### src/bdl_pkg.sv
// Shared constants and types for the bounded double-ended queue.
`default_nettype none

package bdl_pkg;

  localparam int unsigned CapacityDefault  = 256;
  localparam int unsigned ElemWidthDefault = 32;
  localparam int unsigned KindWidth        = 3;
  localparam int unsigned IndexWidth       = 8;
  localparam int unsigned OutWidth         = 32;

  typedef enum logic [KindWidth-1:0] {
    KIND_READ      = 3'd0,
    KIND_PUSH_HEAD = 3'd1,
    KIND_PUSH_TAIL = 3'd2,
    KIND_POP_HEAD  = 3'd3,
    KIND_POP_TAIL  = 3'd4
  } kind_e;

  typedef struct packed {
    logic push_head;
    logic push_tail;
    logic pop_head;
  } op_t;

endpackage

`default_nettype wire

### src/bdl_cell.sv
// One storage cell of the queue chain with its slices of the tail and index read buses.
`default_nettype none

module bdl_cell #(
  parameter int unsigned ELEMENT_WIDTH = bdl_pkg::ElemWidthDefault,
  parameter int unsigned CNT_W         = $clog2(bdl_pkg::CapacityDefault + 1),
  parameter int unsigned POS           = 0
) (
  input  wire                                 clk_i,
  input  bdl_pkg::op_t                        op_i,
  input  wire [ELEMENT_WIDTH-1:0]             new_elem_i,
  input  wire [ELEMENT_WIDTH-1:0]             left_i,
  input  wire [ELEMENT_WIDTH-1:0]             right_i,
  input  wire [CNT_W-1:0]                     count_i,
  input  wire [bdl_pkg::IndexWidth-1:0]       idx_i,
  input  wire                                 idx_valid_i,
  input  wire [ELEMENT_WIDTH-1:0]             tail_acc_i,
  input  wire [ELEMENT_WIDTH-1:0]             idx_acc_i,
  output logic [ELEMENT_WIDTH-1:0]            data_o,
  output logic [ELEMENT_WIDTH-1:0]            tail_acc_o,
  output logic [ELEMENT_WIDTH-1:0]            idx_acc_o
);
  import bdl_pkg::*;

  localparam int unsigned CmpW = (CNT_W > IndexWidth) ? CNT_W : IndexWidth;

  logic [ELEMENT_WIDTH-1:0] data_q, data_d;
  logic [ELEMENT_WIDTH-1:0] tail_acc_q, idx_acc_q;
  logic                     tail_hit, idx_hit;

  always_comb begin
    data_d = data_q;
    if (op_i.push_head) begin
      data_d = left_i;
    end else if (op_i.pop_head) begin
      data_d = right_i;
    end else if (op_i.push_tail && (count_i == CNT_W'(POS))) begin
      data_d = new_elem_i;
    end
  end

  assign tail_hit = (count_i == CNT_W'(POS + 1));
  assign idx_hit  = idx_valid_i && (CmpW'(idx_i) == CmpW'(POS));

  always_ff @(posedge clk_i) begin
    data_q     <= data_d;
    tail_acc_q <= tail_acc_i | ({ELEMENT_WIDTH{tail_hit}} & data_q);
    idx_acc_q  <= idx_acc_i | ({ELEMENT_WIDTH{idx_hit}} & data_q);
  end

  assign data_o     = data_q;
  assign tail_acc_o = tail_acc_q;
  assign idx_acc_o  = idx_acc_q;

endmodule

`default_nettype wire

### config.mk
export PLATFORM = sky130hd
export DESIGN_NAME = bdl_cell
export DESIGN_NICKNAME = d
export VERILOG_FILES = /design/src/bdl_pkg.sv /design/src/bdl_cell.sv
export SDC_FILE = /design/constraint.sdc
export NUM_CORES = 1
export LEC_CHECK = 0
export ABC_CLOCK_PERIOD_IN_PS = 6850
export BUFFER_PORTS_ARGS = -buffer_cell sky130_fd_sc_hd__buf_2
export CORE_AREA = 2 2 108 110
export DETAILED_ROUTE_END_ITERATION = 10
export DIE_AREA = 0 0 110 112
export GPL_TIMING_DRIVEN = 0
export PLACE_DENSITY = 0.75
export RECOVER_POWER = 50
export SKIP_LAST_GASP = 1
export SYNTH_ARGS = -nofsm -noshare
export SYNTH_HDL_FRONTEND = slang
export SYNTH_SLANG_ARGS = --single-unit
### constraint.sdc
create_clock -name clk_i -period 6.85 [get_ports clk_i]
set_input_delay 1.37 -clock clk_i [delete_from_list [all_inputs] [get_ports clk_i]]
set_output_delay 1.37 -clock clk_i [all_outputs]
set_load 0.05 [all_outputs]
# Yosys cells after proc, flatten, opt, wreduce, memory -nomap -nowiden
# Index checks and enable logic that the tools add are counted.
[word_totals]
register_bits = 96
inputBits = 182
[op_classes]
n_eq_ne = 1
mux = 3
n_bitwise = 4
n_reduce_logical = 5
[op_table]
columns = ["operator", "count"]
rows = [
  ["$mux W32", 3],
  ["$and A32 B32 Y32", 2],
  ["$or A32 B32 Y32", 2],
  ["$eq A9 B1 Y1 const B", 1],
  ["$logic_not A9 Y1", 1],
  ["$logic_not A8 Y1", 1],
  ["$reduce_bool A3 Y1", 1],
  ["$logic_and A1 B1 Y1", 2],
]

# Logic depth before layout (Yosys ltp)
[logic_depth]
depth_word = 5
mapped_depth = 4
mapped_depth_nobuf = 2

# Least setup slack after synthesis
# No wires, ideal clock.
[synth_timing]
kind = "input-to-reg"
start = "input count_i[4]"
end = "register data_q[0], in the netlist data_o[0], enable pin"
arrival_time_ns = 5.399
slack_ns = 0.940
path_stages = 3
path_cell_list = "or4_1 clkbuf_1 o41ai_1"
[synth_between]
elab_chain_cells = 3
[synth_rtl]
columns = ["item", "line", "rtl"]
rows = [
  ["start, declared", "bdl_cell.sv:14", "input wire [CNT_W-1:0] count_i,"],
  ["$logic_not A9 Y1", "bdl_cell.sv:37", "end else if (op_i.push_tail && (count_i == CNT_W'(POS))) begin"],
  ["$logic_and A1 B1 Y1", "bdl_cell.sv:37", ""],
  ["$reduce_bool A3 Y1 (no line)", "--", ""],
  ["end signal, assigned", "bdl_cell.sv:46", "data_q <= data_d;"],
  ["end, declared", "bdl_cell.sv:27", "logic [ELEMENT_WIDTH-1:0] data_q, data_d;"],
]
# No other way between the ends.
# A chain may end at the register's enable or synchronous reset.

# Worst setup path after layout
[layout_timing]
start = "input count_i[4]"
end = "register data_q[29], in the netlist data_o[29], enable pin"
# The elaborated chain is that of the path after synthesis.

==> flow_metrics.env <==
export IMPL_rows=39
export IMPL_drive_gt1_share_pct=34.25
export IMPL_register_area_um2=2242
export IMPL_routabilityCongestion=0.8771
export IMPL_cts_clk_slew_worst_paths_ps=70
export IMPL_synth_compound_area_share_pct=21.28
export IMPL_drt_iter0_markers=186
export IMPL_yosys_area_top_type="dfxtp_1"
export IMPL_arrival_ps=3390
export IMPL_first_global_vias=4247
export IMPL_cts_root_buf="clkbuf_16"
export IMPL_crit_path_end_kind="flip-flop"
export IMPL_cts_repair_resized=0
export IMPL_synthAdderAreaFrac_pct=0
export IMPL_numClockSinks=96
export IMPL_grt_usage_pct=23.42
export IMPL_yosysSeqAreaShare_pct=50.92
export IMPL_multi_input_area_um2=1747
export IMPL_syn_avg_cell_area_um2=10.24
export IMPL_core_um2=11170
export IMPL_n_antenna_cell=0
export IMPL_cts_buffers=9
export IMPL_clock_latency_ps=340
export IMPL_synthXorXnorAreaFrac_pct=0
export IMPL_slew_viol_final=0
export IMPL_fin_util_pct=55.37
export IMPL_antenna_found_initial=0
export IMPL_cts_tree="built"
export IMPL_syn_area_um2=4403
export IMPL_yosysWarningCount=0
export IMPL_wl_per_cell_um=17.05
export IMPL_crit_fanout=8
export IMPL_syn_nets=612
export IMPL_hold_class="reg -> reg"
export IMPL_start_util_pct=39.40
export IMPL_first_pass_iters=4
export IMPL_seqPwrFrac_pct=43.5
export IMPL_post_place_ws_ps=3137
export IMPL_synth_top_area_share_pct=29.10
export IMPL_routed_via_count=4248
export IMPL_cp_start_kind="primary input"
export IMPL_remaining_drc_errors=0
export IMPL_cpMostUsedCell="buf_4"
export IMPL_fill_cells=1056
export IMPL_die_y_um=112
export IMPL_routed_wl_um=14780
export IMPL_postPlaceCellArea_um2=5991
export IMPL_cp_slowest_cell="o41ai_2"
export IMPL_hold_viol_final=0
export IMPL_comb_power_share_pct=23.1
export IMPL_h_tree_depth=3
export IMPL_grt_pass1_wl_um=21520
export IMPL_clkPwrFrac_pct=33.5
export IMPL_syn_instance_count=430
export IMPL_rsz0062_at_grt="false"
export IMPL_p_leak_nw=2.943
export IMPL_io_buffers=274
export IMPL_worst_slew_pin_slew_ps=839.1
export IMPL_design_area_um2=6187
export IMPL_ant_nets=0
export IMPL_die_area_um2=12320
export IMPL_final_common_cell="buf_2"
export IMPL_outcome="completed"
export IMPL_critical_path_buf_inv_count=5
export IMPL_ys_seq_elements=96
export IMPL_finClkSkew_ps=4.754
export IMPL_cts_hold_buf=0
export IMPL_vias_per_cell=4.900
export IMPL_max_cap_violations=0
export IMPL_irDropWorstVdd_v=0.0001054
export IMPL_switching_share_pct=32.76
export IMPL_synth_simple_gate_area_share_pct=10.94
export IMPL_fp_dieW_um=110
export IMPL_setup_viol=0
export IMPL_required_ps=6900
export IMPL_ys_types=19
export IMPL_io_pins=278
export IMPL_final_cell_mix="193 x buf_2, 111 x clkbuf_1, 65 x inv_1"
export IMPL_crit_path_cell_trace="buf_2 -> or4_1 -> clkbuf_1 -> o41ai_2 -> buf_4 -> buf_4 -> buf_4"
export IMPL_nets=901
export IMPL_dpl_hpwl_um=11950
export IMPL_grt_overflow=0
export IMPL_cts_setup_buffers=0
export IMPL_period_minus_slack_ps=3348
export IMPL_clk_path_buf_depth=2
export IMPL_criticalPathCategory="in -> reg"
export IMPL_setup_slack_ps=3502
export IMPL_synth_top_family_by_area="compound AO/OA/AOI/OAI gates"
export IMPL_synthToLayoutAreaGrowth_pct=40.52
export IMPL_r2r_slack_ps=5870
export IMPL_path_delay_family="buffers and inverters"
export IMPL_p_switching_mw=0.5040
export IMPL_muxShareOfSynthArea_pct=7.275
export IMPL_p_int_mw=1.034
export IMPL_synthTopCellsByArea="dfxtp_1 29%, edfxtp_1 22%, o41ai_2 10%, mux2i_1 7.3%, inv_1 5.5%"
export IMPL_fmax_ghz=0.2987
export IMPL_slowest_delay_ps=550
export IMPL_slew_headroom_pct=44.06
export IMPL_pwr_density_cell_nw_per_um2=248.6
export IMPL_fin_crit_sh_pct=48.87
export IMPL_grt_max_degree=16
## path summary, 6_finish.rpt
path / endpoint / startpoint / cells after the start
setup / recovery: data_o[29] / count_i[4] / 7
hold / removal: tail_acc_o[14] / data_o[14] / 2
setup reg to reg: idx_acc_o[31] / data_o[31] / 2
hold reg to reg: tail_acc_o[14] / data_o[14] / 2
## synthesized netlist by cell type (all sizes together)
cell type / instances
o31ai: 32
or4: 2
buf: 19
or2: 2
nand2: 64
nor2: 1
mux2i: 32
dfxtp: 64
or4b: 1
edfxtp: 32
clkbuf: 19
inv: 65
o41ai: 33
nand2b: 32
o21ai: 32
## flip-flops by register name (all words and copies together), names as in the netlist
name and flops:
data_o 32, idx_acc_o 32, tail_acc_o 32
## logic make-up (layout without fill, tap and decap cells)
| kind of cell | count (synthesis) | after routing |
|---|---|---|
| compound gates | 97 | 97 |
| mux | 32 | 32 |
| buf+inv | 103 | 397 |
| simple gates | 102 | 102 |
| flops | 96 | 96 |
## worst register-to-register path, delay by kind of cell, from the launching register on
family	cells	cell delay, ps
DFF	1	450
and+or+nand+nor	1	90
AOI/OAI and AO/OA	1	320
## through the flow
step / power, mW / cells / setup TNS, ps / hold WS, ps
after detailed placement: 1.047 / 851 / 0 / 588.5
after CTS: 1.556 / 867 / 0 / 596.9
final: 1.538 / 867 / 0 / 598.4
after floorplan: 0.9127 / 430 / 0 / 827.6
after global routing: 1.594 / 867 / 0 / 639.4
after global placement: 1.038 / 847 / -22440 / 570.2
## layout make-up
| cell class | count | share of cell area (%) |
|---|---|---|
| flip-flops and latches | 96 | 36.24 |
| clock buffers | 13 | 4.732 |
| well taps | 143 | 2.892 |
| plain buffers | 38 | 2.811 |
| inverters | 65 | 3.943 |
| repair buffers | 278 | 20.87 |
| clock inverters | 3 | 0.2831 |
| multi-input cells | 231 | 28.23 |
## power by group through the flow
stage	Clock [mW]	Combinational, mW	Sequential [mW]
2_1_floorplan	0	0.0916	0.821
4_1_cts	0.521	0.368	0.667
3_3_place_gp	0	0.358	0.680
3_5_place_dp	0	0.367	0.680
6_report	0.515	0.355	0.669
5_1_grt	0.545	0.377	0.672
## layer usage
metal  vias to the layer above  track usage (%)  wire, µm
met5                         -                0         0
met4                         0            9.958       439
met3                        33            4.157      1010
met1                      1958            26.75      5745
li1                       2042                -         -
met2                       215            42.00      7586
(Power assumes the default switching activity.)
